### src/rtl/shift_bits_min_error_search_assert.svh
// ----------------------------------------------------------------------------
// shift_bits_min_error_search assertion macros
// checks on the clock and reset of the module that includes this header
// ----------------------------------------------------------------------------
`ifndef SHIFT_BITS_MIN_ERROR_SEARCH_ASSERT_SVH
`define SHIFT_BITS_MIN_ERROR_SEARCH_ASSERT_SVH

// antecedent implies consequent in the same cycle
`define SBMES_ASSERT_IMP(label, ante, cons) \
	label: assert property (@(posedge clk) disable iff (!arst_n) (ante) |-> (cons)) \
		else $error("assertion failed: label");

// condition never holds
`define SBMES_ASSERT_NEVER(label, cond) \
	label: assert property (@(posedge clk) disable iff (!arst_n) !(cond)) \
		else $error("assertion failed: label");

`endif

### src/rtl/sbmes_pkg.sv
// ----------------------------------------------------------------------------
// sbmes_pkg
// widths and constants shared by the shift search block
// ----------------------------------------------------------------------------
`default_nettype none

package sbmes_pkg;

	localparam int SAMPLE_W      = 32;
	localparam int SHIFT_W       = 5;
	localparam int ACC_W         = 64;
	localparam int Q_W           = 16;
	localparam int MAG_W         = 32;
	localparam int DIFF_W        = 48;
	localparam int DEF_MAX_SHIFT = 16;
	localparam int QUEUE_DEPTH   = 2;

	localparam logic signed [Q_W-1:0] CLIP_MIN = 16'sh8000;
	localparam logic signed [Q_W-1:0] CLIP_MAX = 16'sh7fff;

endpackage

`default_nettype wire

### src/rtl/sbmes_fifo.sv
// ----------------------------------------------------------------------------
// sbmes_fifo
// small register queue with push/full and pop/empty sides
// ----------------------------------------------------------------------------
`default_nettype none

module sbmes_fifo #(
	parameter int WIDTH = sbmes_pkg::SHIFT_W,
	parameter int DEPTH = sbmes_pkg::QUEUE_DEPTH
) (
	input  logic             clk,
	input  logic             arst_n,
	input  logic             push,
	input  logic [WIDTH-1:0] wdata,
	output logic             full,
	input  logic             pop,
	output logic [WIDTH-1:0] rdata,
	output logic             empty
);
	import sbmes_pkg::*;

	localparam int PW = (DEPTH > 1) ? $clog2(DEPTH) : 1;
	localparam int CW = $clog2(DEPTH + 1);

	logic [WIDTH-1:0] mem_q [DEPTH];
	logic [PW-1:0]    wr_ptr_q;
	logic [PW-1:0]    rd_ptr_q;
	logic [CW-1:0]    count_q;
	logic             do_push;
	logic             do_pop;

	assign full    = (count_q == CW'(DEPTH));
	assign empty   = (count_q == '0);
	assign do_push = push && !full;
	assign do_pop  = pop && !empty;
	assign rdata   = mem_q[rd_ptr_q];

	always_ff @(posedge clk or negedge arst_n) begin
		if (!arst_n) begin
			wr_ptr_q <= '0;
			rd_ptr_q <= '0;
			count_q  <= '0;
		end else begin
			if (do_push) begin
				wr_ptr_q <= (wr_ptr_q == PW'(DEPTH - 1)) ? '0 : wr_ptr_q + PW'(1);
			end
			if (do_pop) begin
				rd_ptr_q <= (rd_ptr_q == PW'(DEPTH - 1)) ? '0 : rd_ptr_q + PW'(1);
			end
			count_q <= count_q + CW'(do_push) - CW'(do_pop);
		end
	end

	always_ff @(posedge clk) begin
		if (do_push) begin
			mem_q[wr_ptr_q] <= wdata;
		end
	end

endmodule

`default_nettype wire

### config.mk
export PLATFORM = sky130hd
export DESIGN_NAME = sbmes_fifo
export DESIGN_NICKNAME = d
export VERILOG_FILES = /design/src/rtl/shift_bits_min_error_search_assert.svh /design/src/rtl/sbmes_pkg.sv /design/src/rtl/sbmes_fifo.sv
export SDC_FILE = /design/constraint.sdc
export NUM_CORES = 1
export LEC_CHECK = 0
export BUFFER_PORTS_ARGS = -buffer_cell sky130_fd_sc_hd__buf_2
export CAP_MARGIN = 30
export CORE_UTILIZATION = 30
export CTS_CLUSTER_DIAMETER = 100
export CTS_CLUSTER_SIZE = 30
export DETAILED_ROUTE_END_ITERATION = 8
export PLACE_DENSITY = 0.59
export SLEW_MARGIN = 5
export SYNTH_ARGS = -nofsm -noshare
export SYNTH_HDL_FRONTEND = slang
export SYNTH_SLANG_ARGS = --single-unit
### constraint.sdc
create_clock -name clk -period 2.1 [get_ports clk]
set_clock_uncertainty 0.1 [all_clocks]
set_input_delay 0.42 -clock clk [delete_from_list [all_inputs] [get_ports clk]]
set_output_delay 0.42 -clock clk [all_outputs]
set_load 0.05 [all_outputs]
==> flow_metrics.env <==
export IMPL_use_met1_pct=9.439
export IMPL_drc=0
export IMPL_ir_drop_uv=723.4
export IMPL_power_frac_seq_pct=40.5
export IMPL_p_int_uw=636.0
export IMPL_yosysTopAreaCell="edfxtp_1"
export IMPL_grt_pass1_wl_um=1152
export IMPL_wl_per_cell_um=10.28
export IMPL_dp_cells=73
export IMPL_syn_to_final_growth_pct=24.94
export IMPL_routed_wl_um=802
export IMPL_fin_cells=78
export IMPL_layout_drive_gt1_share_pct=47.17
export IMPL_hold_viol=0
export IMPL_hold_ws_ps=235.1
export IMPL_num_io_pins=16
export IMPL_drv_cap=0
export IMPL_worstPathArrival_ps=1340
export IMPL_ant_nets=0
export IMPL_yosysSeqAreaShare_pct=71.27
export IMPL_clkLatencyLatePin_ps=270
export IMPL_relSlewSlack_pct=71.16
export IMPL_die_width_um=45.28
export IMPL_pre_cts_slack_ps=459.1
export IMPL_synth_area_leaders="edfxtp_1 (53%), dfrtp_1 (18%), mux2_2 (10%)"
export IMPL_synth_most_common_cell="edfxtp_1"
export IMPL_combPwrFrac_pct=46.2
export IMPL_grt_pass1_vias=284
export IMPL_power_density_nw_per_um2=1591
export IMPL_die_area_um2=2050
export IMPL_min_from="wdata[3]"
export IMPL_grt_use_met2_pct=14.78
export IMPL_cts_tree="built"
export IMPL_firstDrtPassIters=1
export IMPL_num_rows=15
export IMPL_startpoint_type="flop"
export IMPL_vias_per_cell=3.962
export IMPL_utilization_pct=40.22
export IMPL_yosysUniqueCellTypes=13
export IMPL_syn_nets=45
export IMPL_worst_ep_required_time_ps=1580
export IMPL_critPathMaxFanout=6
export IMPL_fin_crit_sh_pct=88.57
export IMPL_synthCells=34
export IMPL_tns_ps=0
export IMPL_synth_ff_type="edfxtp_1"
export IMPL_use_met3_pct=3.600
export IMPL_p_sw_uw=480.9
export IMPL_grt_overflow=0
export IMPL_rsz0062_at_grt="no"
export IMPL_yosysWarnings=0
export IMPL_clock_root_buffer="clkbuf_4"
export IMPL_die_y_um=45.28
export IMPL_antenna_found_initial=0
export IMPL_grt_usage_pct=8.677
export IMPL_end_kind="output pin"
export IMPL_final_nets=65
export IMPL_core_area_um2=1745
export IMPL_power_share_switching_pct=43.06
export IMPL_synth_top_cell_area_share_pct=53.45
export IMPL_outcome="finished, final reports clean"
export IMPL_syn_avg_cell_area_um2=16.52
export IMPL_numClockSinks=14
export IMPL_globalplace_congestion=0.5998
export IMPL_numCtsBuffers=3
export IMPL_clock_fmax_ghz=0.5376
export IMPL_worst_setup_path_type="reg -> out"
export IMPL_dp_hpwl_um=619.5
export IMPL_setup_viol=0
export IMPL_vias=309
export IMPL_async_reset_ff_share_pct=28.57
export IMPL_start_util_pct=32.19
export IMPL_drt_iter0_drc=0
export IMPL_leakagePower_nw=0.2966
export IMPL_cts_max_path_buffers=2
export IMPL_num_antenna_cells=0
export IMPL_min_path_type="in -> reg"
export IMPL_port_buffers=15
export IMPL_min_period_ps=1860
export IMPL_p_clk_share_pct=13.3
export IMPL_synth_edf_count=10
export IMPL_htreeDepth=1
export IMPL_syn_cell_area_um2=561.8
export IMPL_grt_max_degree=9
export IMPL_netlist_top_cells_count="edfxtp_1 (10), mux2_2 (5), dfrtp_1 (4), xnor2_1 (3)"
export IMPL_path_clk_slew_ps=80
export IMPL_r2r_start="count_q[1]$_DFF_PN0_"
export IMPL_ys_ff_latch=14
export IMPL_setup_ws_ps=240.0
export IMPL_worst_pin_slew_ps=431.1
export IMPL_crit_path_start="rd_ptr_q$_DFFE_PN0P_"
export IMPL_slew_violations=0
export IMPL_grt_busiest_layer="met2"
-- placed cells by master (no fill, tap or decap) --
master | Yosys | final
buf_2 | 1 | 15
edfxtp_1 | 10 | 10
mux2_2 | 5 | 5
dfrtp_1 | 4 | 4
xnor2_1 | 3 | 3
clkbuf_4 | 0 | 3
inv_1 | 2 | 2
ha_1 | 2 | 2
nor2_2 | 0 | 1
nor2b_2 | 1 | 1
nand2b_1 | 1 | 1
nand2_1 | 1 | 1
nor2_1 | 2 | 1
and3_1 | 1 | 1
xor2_1 | 1 | 1
clkbuf_1 | 0 | 1
dlygate4sd3_1 | 0 | 1
-- critical path, stage by stage, from the launching register on --
cell and delay (ps):
dfrtp_1 500, mux2_2 370, buf_2 210
-- cells by family (layout without fill, tap and decap cells) --
logic type,count (synthesis),count (layout),synth area share (%)
mux,5,5,10.02
flops,14,14,71.27
buf+inv,3,22,2.227
fa+ha+maj,2,2,4.454
xor+xnor,4,4,6.237
simple gates,6,6,5.792
-- per-stage QoR --
stage / area, um^2 / power, mW
4_1_cts: 701.9 / 1.138
6_report: 701.9 / 1.117
3_3_place_gp: 665.6 / 0.9753
2_1_floorplan: 564.3 / 0.8804
3_5_place_dp: 665.6 / 0.9819
5_1_grt: 701.9 / 1.178
-- final timing paths --
check	end	slack, ps	cells past startpoint
setup / recovery	rdata[3]	240	2
hold / removal	mem_q[1][3]$_DFFE_PP_	240	1
setup reg to reg	count_q[1]$_DFF_PN0_	460	7
hold reg to reg	wr_ptr_q$_DFFE_PN0N_	400	1
max in group asynchronous	rd_ptr_q$_DFFE_PN0P_	1390	2
min in group asynchronous	count_q[1]$_DFF_PN0_	380	2
-- routing by layer --
layer | up-vias | wire [um]
met5 | - | 0
met4 | 0 | 0
met3 | 0 | 31
met2 | 8 | 417
met1 | 144 | 353
li1 | 157 | -
-- power groups by stage --
stage               registers (mW)  logic [mW]  clock network, mW
floorplan                    0.428       0.453                  0
global placement             0.459       0.517                  0
detailed placement           0.460       0.522                  0
CTS                          0.455       0.526              0.157
global route                 0.463       0.547              0.168
finish                       0.452       0.516              0.148
-- cell type report --
cell class	instances	area, um^2
clock buffers	4	26.28
fillers	165	1044
inverters	2	7.507
multi-input cells	17	151.4
flip-flops and latches	14	400.4
well taps	25	31.28
repair buffers	16	85.08
-- sequential cells by signal, summed over array words and instances (netlist names) --
register and flops:
mem_q 10, count_q 2, rd_ptr_q 1, wr_ptr_q 1
-- timing repair --
action                    4_1_cts  5_1_grt
hold buffers                    1        0
hold endpoints to repair        4        0
setup buffers                   0        0
resized for setup               0        0
Note: power is estimated with default switching activity, not from simulation.
