`src/rtl/shift_bits_min_error_search_assert.svh`:
```
// ----------------------------------------------------------------------------
// shift_bits_min_error_search assertion macros
// checks on the clock and reset of the module that includes this header
// ----------------------------------------------------------------------------
`ifndef SHIFT_BITS_MIN_ERROR_SEARCH_ASSERT_SVH
`define SHIFT_BITS_MIN_ERROR_SEARCH_ASSERT_SVH

// antecedent implies consequent in the same cycle
`define SBMES_ASSERT_IMP(label, ante, cons) \
	label: assert property (@(posedge clk) disable iff (!arst_n) (ante) |-> (cons)) \
		else $error("assertion failed: label");

// condition never holds
`define SBMES_ASSERT_NEVER(label, cond) \
	label: assert property (@(posedge clk) disable iff (!arst_n) !(cond)) \
		else $error("assertion failed: label");

`endif

```
`src/rtl/sbmes_pkg.sv`:
```
// ----------------------------------------------------------------------------
// sbmes_pkg
// widths and constants shared by the shift search block
// ----------------------------------------------------------------------------
`default_nettype none

package sbmes_pkg;

	localparam int SAMPLE_W      = 32;
	localparam int SHIFT_W       = 5;
	localparam int ACC_W         = 64;
	localparam int Q_W           = 16;
	localparam int MAG_W         = 32;
	localparam int DIFF_W        = 48;
	localparam int DEF_MAX_SHIFT = 16;
	localparam int QUEUE_DEPTH   = 2;

	localparam logic signed [Q_W-1:0] CLIP_MIN = 16'sh8000;
	localparam logic signed [Q_W-1:0] CLIP_MAX = 16'sh7fff;

endpackage

`default_nettype wire

```
`src/rtl/sbmes_back.sv`:
```
// ----------------------------------------------------------------------------
// sbmes_back
// pipelined minimum tree over the channel totals, lower shift wins ties
// ----------------------------------------------------------------------------
`default_nettype none

module sbmes_back #(
	parameter int MAX_SHIFT = sbmes_pkg::DEF_MAX_SHIFT
) (
	input  logic                                        clk,
	input  logic                                        arst_n,
	input  logic                                        tq_empty,
	input  logic [MAX_SHIFT-1:0][sbmes_pkg::ACC_W-1:0]  tq_data,
	output logic                                        tq_pop,
	output logic                                        rq_push,
	input  logic                                        rq_full,
	output logic [sbmes_pkg::SHIFT_W-1:0]               rq_data
);
	import sbmes_pkg::*;

	localparam int LEVELS = (MAX_SHIFT > 1) ? $clog2(MAX_SHIFT) : 1;
	localparam int LEAVES = 1 << LEVELS;
	localparam int NODES  = LEAVES - 1;

	logic               adv;
	logic [LEVELS-1:0]  v_q;
	logic [ACC_W-1:0]   leaf_val [LEAVES];
	logic [SHIFT_W-1:0] leaf_idx [LEAVES];
	logic [ACC_W-1:0]   node_val_q [NODES];
	logic [SHIFT_W-1:0] node_idx_q [NODES];
	logic [ACC_W-1:0]   node_val_d [NODES];
	logic [SHIFT_W-1:0] node_idx_d [NODES];

	assign adv     = !(v_q[LEVELS-1] && rq_full);
	assign tq_pop  = !tq_empty && adv;
	assign rq_push = v_q[LEVELS-1] && !rq_full;
	assign rq_data = node_idx_q[0] + SHIFT_W'(1);

	// padding leaves carry the largest value and a higher index, so never win
	always_comb begin
		for (int j = 0; j < LEAVES; j++) begin
			leaf_val[j] = (j < MAX_SHIFT) ? tq_data[j] : '1;
			leaf_idx[j] = SHIFT_W'(j);
		end
	end

	always_comb begin
		logic [ACC_W-1:0]   lv, rv;
		logic [SHIFT_W-1:0] li, ri;
		for (int i = 0; i < NODES; i++) begin
			if (2 * i + 1 >= NODES) begin
				lv = leaf_val[2 * i + 1 - NODES];
				li = leaf_idx[2 * i + 1 - NODES];
				rv = leaf_val[2 * i + 2 - NODES];
				ri = leaf_idx[2 * i + 2 - NODES];
			end else begin
				lv = node_val_q[2 * i + 1];
				li = node_idx_q[2 * i + 1];
				rv = node_val_q[2 * i + 2];
				ri = node_idx_q[2 * i + 2];
			end
			if (rv < lv) begin
				node_val_d[i] = rv;
				node_idx_d[i] = ri;
			end else begin
				node_val_d[i] = lv;
				node_idx_d[i] = li;
			end
		end
	end

	always_ff @(posedge clk or negedge arst_n) begin
		if (!arst_n) begin
			v_q <= '0;
		end else if (adv) begin
			v_q <= {v_q[LEVELS-1:0] << 1} | LEVELS'(tq_pop);
		end
	end

	always_ff @(posedge clk) begin
		if (adv) begin
			node_val_q <= node_val_d;
			node_idx_q <= node_idx_d;
		end
	end

endmodule

`default_nettype wire
```
`config.mk`:
```
export PLATFORM = sky130hd
export DESIGN_NAME = sbmes_back
export DESIGN_NICKNAME = d
export VERILOG_FILES = /design/src/rtl/shift_bits_min_error_search_assert.svh /design/src/rtl/sbmes_pkg.sv /design/src/rtl/sbmes_back.sv
export SDC_FILE = /design/constraint.sdc
export NUM_CORES = 2
export LEC_CHECK = 0
export BUFFER_PORTS_ARGS = -buffer_cell sky130_fd_sc_hd__clkbuf_2
export CAP_MARGIN = 20
export CORE_MARGIN = 10
export CORE_UTILIZATION = 28
export DETAILED_ROUTE_END_ITERATION = 10
export GPL_ROUTABILITY_DRIVEN = 0
export SYNTH_ARGS = -nofsm -noshare
export SYNTH_HDL_FRONTEND = slang
export SYNTH_SLANG_ARGS = --single-unit
```
`constraint.sdc`:
```
create_clock -name clk -period 28.7 [get_ports clk]
set_input_delay 4.305 -clock clk [delete_from_list [all_inputs] [get_ports clk]]
set_output_delay 4.305 -clock clk [all_outputs]
set_load 0.005 [all_outputs]
```
==> impl_metrics.tcl <==
set metrics [dict create \
    seq_area_sq_um 27800 \
    critical_path_class "in -> out" \
    drtIter0Drc 2670 \
    rows 173 \
    coreArea_sq_um 222000 \
    p_leak_nw 34.8 \
    ir_drop_uv 62.0 \
    grt_overflow 0 \
    grt_max_degree 161 \
    dieArea_sq_um 242000 \
    cts_tree "yes" \
    first_pass_iters 6 \
    cts_root_buffer "clkbuf_16" \
    r2r_slack_ns 23.21 \
    slew_headroom 0.259 \
    yosys_warnings 0 \
    muxShareOfSynthArea 0.165 \
    timing.final.crit_share 0.319 \
    cts-resized-gates 0 \
    synth-compound-area-share 0.0761 \
    cts_setup_buffers 0 \
    critPathCapture "tq_pop" \
    hpwl_microns 190000 \
    reg2regPathDepth 6 \
    reg2reg_to "node_val_q[64]$_DFFE_PN_" \
    critPathMaxFanout 4 \
    fmax_mhz 109 \
    syn-num-nets 7234 \
    synth_area_sq_um 62300 \
    crit_arrival_ns 4.86 \
    cp-end-kind "output port" \
    rsz0062_at_grt "false" \
    powerDensity_nw_per_um2 86.8 \
    numCtsBuffers 109 \
    dp_slack_ns 19.14 \
    start_util 0.281 \
    cp_data_required_time_ns 24.40 \
    grt_pass1_vias 47100 \
    grt_first_pass_wirelength_microns 321000 \
    crit_start "rq_full" \
    via_count 45500 \
    post_drt_wl_per_cell_microns 23.8 \
    synthFlopType "edfxtp_1" \
    setup_viol 0 \
    area_delta_synth_final_pct 20.3 \
    die_h_microns 492 \
    status "finished, final reports clean" \
    worst_skew_pair.late_latency_ns 0.77 \
    cts_max_level 3 \
    synthXorXnorAreaFrac 0.000281 \
    fin_ws_ns 19.53 \
    fin_crit_ns 9.17 \
    drcViolationCount 0 \
    die_w_microns 492 \
    multi_input_area_sq_um 30400 \
    hp-class "reg -> reg" \
    ys_ff_latch 926 \
    synth_top_family_by_area "adder cells" \
    ys_seq_area_frac 0.446 \
    grt_usage 0.179 \
    wl_microns 226000 \
    yosysUniqueCellTypes 59 \
    clock_path_buffers 3 \
    io_pins 1035 \
    via_per_inst 4.81 \
    start_kind "input port" \
    synth-edff-count 922 \
    hold_viol_final 0 \
    clk_pin_slew_ns 0.06 \
    async_flop_share 0.00432 \
    fin_util 0.338 \
    synth_adder_area_share 0.190 \
    power_mw 6.50 \
    io_buffers 1034 \
    fin_skew_ns 0.0530 \
    cts_sinks 926 \
    postSynthAreaPerCell_sq_um 11.8 \
    finalNetCount 8328 \
    rr_startpoint "v_q[3]$_DFFE_PN0N_" \
    slew_violations 0 \
    synth-simple-area-share 0.0531 \
    synth_cells 5260 \
    worst_pin_slew_ns 1.10 \
    drtAntennaViolNets 0 \
    fin_tns_setup_ns 0 \
    antenna_found_initial 68 \
    fillCellCount 22000 \
    holdBufCountCts 0 \
    maxCapViolCount 0 \
    layout-drive-gt1-share 0.335 \
]
## stage by stage
step / hold WS, ns / instances / area [sq um]
finish: 0.474 / 9465 / 74900
floorplan: 0.430 / 5260 / 62300
global route: 0.514 / 9444 / 74900
global placement: 0.444 / 9213 / 71000
detailed placement: 0.460 / 9218 / 71000
CTS: 0.474 / 9422 / 74800
## area by class of cell
cell class              instances  share of cell area
clock inverters                76              0.0133
inverters                     966              0.0484
diodes                         43             0.00144
clock buffers                 128              0.0374
multi-input cells            3271               0.405
well taps                    2975              0.0497
repair buffers               1080              0.0738
flip-flops and latches        926               0.371
## worst max-delay path: stages
cell and delay (ns):
clkbuf_2 0.13, a21oi_1 0.26, clkbuf_2 0.17
## registers in the layout (all words and copies together), names as in the netlist
signal / count
node_idx_q: 26
v_q: 4
node_val_q: 896
## logic make-up (layout without fill, tap and decap cells)
| logic type | after synthesis | count (layout) |
|---|---|---|
| flip-flops | 926 | 926 |
| other | 0 | 43 |
| buffers and inverters | 1063 | 2250 |
| AND/OR/NAND/NOR | 654 | 654 |
| adder cells (fa/ha/maj) | 946 | 946 |
| XOR/XNOR | 2 | 2 |
| AO/OA/AOI/OAI | 760 | 760 |
| multiplexers | 909 | 909 |
## synthesized netlist by cell type (3+ instances only)
cell         n  area [sq um]
nand4_1    153           957
buf_6       20           225
and4_1      24           210
mux2_1      18           203
buf_2       39           195
inv_1      965          3620
a21oi_1    313          1570
a2111oi_0   29           254
a211o_1     16           140
a221o_1      4          40.0
buf_4       38           285
a21o_1     125           938
o31ai_1      7          52.6
nor3b_1      5          37.5
nor4_1      17           106
ha_1       946         11800
o21a_1       7          52.6
edfxtp_1   922         27700
nand3_1     79           395
a21boi_0     4          30.0
or3_1       15          93.8
nand2_1    180           676
a31oi_1      8          50.1
o211ai_1     8          60.1
or4_1        7          52.6
dfrtp_1      4           100
nand2b_1    12          75.1
o2111a_1     7          78.8
o21ai_0    127           636
o21ai_1      3          15.0
o32ai_1      6          52.6
o21bai_1     8          60.1
nor2b_1      8          50.1
nor3_1      34           170
mux2_4      10           150
a211oi_1    55           413
nor2_1     111           417
mux2_2     881          9920
o221ai_1     7          61.3
a221oi_1    14           123
## metal layers
metal | up-vias | part of all wire | GRT usage
met5 | - | 0.00087 | 0
met4 | 28 | 0.035 | 0.0572
met3 | 302 | 0.065 | 0.0408
met2 | 1456 | 0.48 | 0.310
met1 | 22200 | 0.42 | 0.219
li1 | 21500 | - | -
## how the worst min path moves through the flow
stage	start	endpoint	slack [ns]	cells after the start
final	v_q[2]$_DFFE_PN0N_	v_q[3]$_DFFE_PN0N_	0.47	1
after global routing	v_q[2]$_DFFE_PN0N_	v_q[3]$_DFFE_PN0N_	0.51	1
after CTS	v_q[2]$_DFFE_PN0N_	v_q[3]$_DFFE_PN0N_	0.47	1
after detailed placement	v_q[2]$_DFFE_PN0N_	v_q[3]$_DFFE_PN0N_	0.46	1
after global placement	v_q[2]$_DFFE_PN0N_	v_q[3]$_DFFE_PN0N_	0.44	1
after floorplan	v_q[2]$_DFFE_PN0N_	v_q[3]$_DFFE_PN0N_	0.43	1
## report_power, final
group	leakage (nW)	switching, mW	internal, mW
combinational	23.7	1.39	1.09
clock	1.83	0.605	0.866
sequential	9.35	0.333	2.22
total	34.8	2.33	4.18
## cell usage in the layout, fill, tap and decap left out, drive strengths merged, types with 46 or more instances in the layout
cell    instances
nand3          79
a21oi         313
o21ai         130
a21o          125
edfxtp        922
mux2          909
nand2         180
nand4         153
buf            46
ha            946
nor2          111
clkinv         50
clkbuf       1162
inv           968
a211oi         56
(Power assumes the default switching activity.)
